===== src/rtl/core/ffca_ram.sv =====
// ----------------------------------------------------------------------------
// Generic simple dual-port RAM
// One write port and one read port with registered read data.
// ----------------------------------------------------------------------------
module ffca_ram #(
  parameter int WIDTH = 8,
  parameter int DEPTH = 256
) (
  input  logic                     clk,
  input  logic                     we,
  input  logic [$clog2(DEPTH)-1:0] waddr,
  input  logic [WIDTH-1:0]         wdata,
  input  logic [$clog2(DEPTH)-1:0] raddr,
  output logic [WIDTH-1:0]         rdata
);

  logic [WIDTH-1:0] mem [DEPTH];

  always_ff @(posedge clk) begin
    if (we) begin
      mem[waddr] <= wdata;
    end
    rdata <= mem[raddr];
  end

endmodule


===== config.mk =====
export PLATFORM = sky130hd
export DESIGN_NAME = ffca_ram
export DESIGN_NICKNAME = d
export VERILOG_FILES = /design/src/rtl/core/ffca_ram.sv
export SDC_FILE = /design/constraint.sdc
export NUM_CORES = 2
export LEC_CHECK = 0
export BUFFER_PORTS_ARGS = -buffer_cell sky130_fd_sc_hd__buf_4
export CAP_MARGIN = 20
export CELL_PAD_IN_SITES_DETAIL_PLACEMENT = 1
export CELL_PAD_IN_SITES_GLOBAL_PLACEMENT = 1
export CORE_ASPECT_RATIO = 0.75
export CORE_UTILIZATION = 35
export CTS_BUF_LIST = sky130_fd_sc_hd__clkbuf_2
export DETAILED_ROUTE_END_ITERATION = 12
export PLACE_DENSITY_LB_ADDON = 0.1
export SLEW_MARGIN = 0
export SYNTH_ARGS = -nofsm -noshare
export SYNTH_HDL_FRONTEND = slang
export SYNTH_SLANG_ARGS = --single-unit

===== constraint.sdc =====
create_clock -name clk -period 4.1 [get_ports clk]
set_input_delay 0.82 -clock clk [delete_from_list [all_inputs] [get_ports clk]]
set_output_delay 0.82 -clock clk [all_outputs]
set_load 0.005 [all_outputs]

==> flow_summary.toml <==
[status]
status = "finished clean"

[power]
power_density_mw_per_mm2 = 436
p_leak_nw = 29.6
ir_worst_vdd_mv = 0.201
total_power_mw = 39.8

[flow_run]
maxCapViolations = 0

[worst_setup_path]
crit_slowest_cell = "dfxtp_1"
start_kind = "register"
crit_family = "flip-flops"
crit_chain = "buf_4"
end_kind = "output port"
path_class = "reg -> out"
max_stage_delay_ps = 610
worstPathRequired_ps = 3280
cp.buffers_inverters = 1
crit_path_max_fanout = 2
crit_arrival_ps = 2500

[die]
dieWidth_um = 553
start_util = 0.352
io_pins = 34
die_h_um = 415
rows = 151
die_area_mm2 = 0.229
core_mm2 = 0.226

[sta]
maxSlewViolCount = 0
rsz0062_at_grt = "no"
worst_slew_pin_slew_ps = 1080
fmax_ghz = 0.301
period_needed_ps = 3320
setup_viol = 0
period_share = 0.811
timing.hold.ws_ps = 196
relSlewSlack = 0.278
hold_viol = 0
finClkSkew_ps = 86.3
finalSetupTns_ps = 0

[yosys]
synth_area_leaders = "edfxtp_1 77%, mux4_2 13%, mux2i_1 1.7%"
yosys_warnings = 0
synth_ff_type = "edfxtp_1"
syn_area_per_cell_um2 = 21.3
synth.cell_area_mm2 = 0.0796
syn-num-nets = 3759
synth_cell_types = 55
synth_cells = 3733
synth-edff-count = 2048
synth-seq-cells = 2056
async_flop_share = 0
synth_top_area_frac = 0.773
synth_commonest_cells = "2,048 x edfxtp_1, 454 x mux4_2, 282 x nor2_1"
yosysMostFrequentCell = "edfxtp_1"
yosysSeqAreaShare = 0.775
synth_top_cell_by_area = "edfxtp_1"

[drt]
viasPerCell = 5.28
vias = 41600
wl_per_cell_um = 30.6
route.detailed.drc = 0
drt_iter0_drc = 3620
dr.pass1.iters = 5
totalWireLength_um = 241000
antenna_left = 0

[layout]
layout.cells.non_filler = 7879
area_growth_pct = 14.6
postLayoutCoreUtil = 0.404
nNetsFinal = 4574
layout-drive-gt1-share = 0.363

[clocking]
clk_pin_slew_worst_paths_ps = 110
clockBufferDepth = 4
htree_levels = 6
cts.sinks = 2056
cts_setup_buffers = 0
cts_resized = 0
cts_tree = "done"
clockRootBuffer = "clkbuf_2"
numCtsBuffers = 535
clk_latency_ps = 1720

[hold_path]
worstHoldPathType = "in -> reg"

[place]
dp_hpwl_um = 151000
place_congestion = 0.777
portBuffers = 33
dp_cells = 6960

[global_route]
antenna_found_initial = 23
grt_pass1_vias = 44100
globalRouteTotalUtil = 0.209
grt_pass1_wl_um = 341000
overflow = 0
grt_max_degree = 108
==> final cells by class <==
cell class,count,area [um^2]
repair buffers,511,4590
diodes,12,30.0
inverters,2,7.51
flip-flops and latches,2056,61700
multi-input cells,1442,16600
clock inverters,106,772
clock buffers,767,3840
well taps,2983,3730
fillers,21900,135000
==> through the flow <==
step | setup slack, ps | cell area (um^2)
floorplan | 1340 | 79600
global placement | -587 | 86100
detailed placement | -51.2 | 86200
CTS | 477 | 91200
global route | 598 | 91200
finish | 776 | 91200
==> power breakdown <==
group / internal (mW) / switching (mW)
clock: 5.69 / 8.54
combinational: 0.862 / 1.53
sequential: 23.1 / 0.0451
==> state kept, by name, indices dropped and copies added (netlist names) <==
| register | flops |
|---|---|
| rdata | 8 |
| mem | 2048 |
==> worst paths after layout <==
kind,start,end,slack (ps),cells past startpoint
worst max-delay path,rdata[6]$_DFF_P_,rdata[6],780,1
worst min-delay path,wdata[6],mem[78][6]$_DFFE_PP_,200,2
worst min register to register,mem[62][2]$_DFFE_PP_,rdata[2]$_DFF_P_,1140,7
worst max register to register,mem[83][3]$_DFFE_PP_,rdata[3]$_DFF_P_,890,7
==> layer usage <==
layer	GRT usage	up-vias	routed length, um
li1	-	17600	-
met1	0.317	22400	116000
met3	0.0347	297	12600
met2	0.315	1292	108000
met5	0	-	46
met4	0.0489	6	4120
==> cell usage in the layout (no fill, tap or decap), types with 25 or more instances in the layout <==
| cell | synthesis | layout |
|---|---|---|
| buf_12 | 8 | 47 |
| nand2_1 | 33 | 32 |
| clkbuf_2 | 0 | 767 |
| o221ai_1 | 46 | 46 |
| nor2_1 | 282 | 279 |
| edfxtp_1 | 2048 | 2048 |
| mux4_2 | 454 | 454 |
| buf_4 | 27 | 416 |
| clkinv_1 | 1 | 67 |
| o22ai_1 | 28 | 28 |
| a22oi_1 | 133 | 133 |
| dlygate4sd3_1 | 0 | 33 |
| nor2b_1 | 31 | 28 |
| mux2i_1 | 134 | 134 |
| a21oi_1 | 96 | 96 |
| nand3_1 | 34 | 25 |
==> what timing repair did <==
action,4_1_cts,5_1_grt
setup endpoints to repair,0,0
hold endpoints to repair,3694,0
hold buffers,33,0
==> kinds of logic (layout without fill, tap and decap cells) <==
group / count (synthesis) / in the layout / share of synthesized area
mux: 591 / 591 / 0.146
flops: 2056 / 2056 / 0.775
buf+inv: 235 / 1386 / 0.0183
other cells: 0 / 12 / 0
compound gates: 385 / 385 / 0.0342
simple gates: 466 / 466 / 0.0263
No activity file was read; power rests on OpenSTA's default activity.
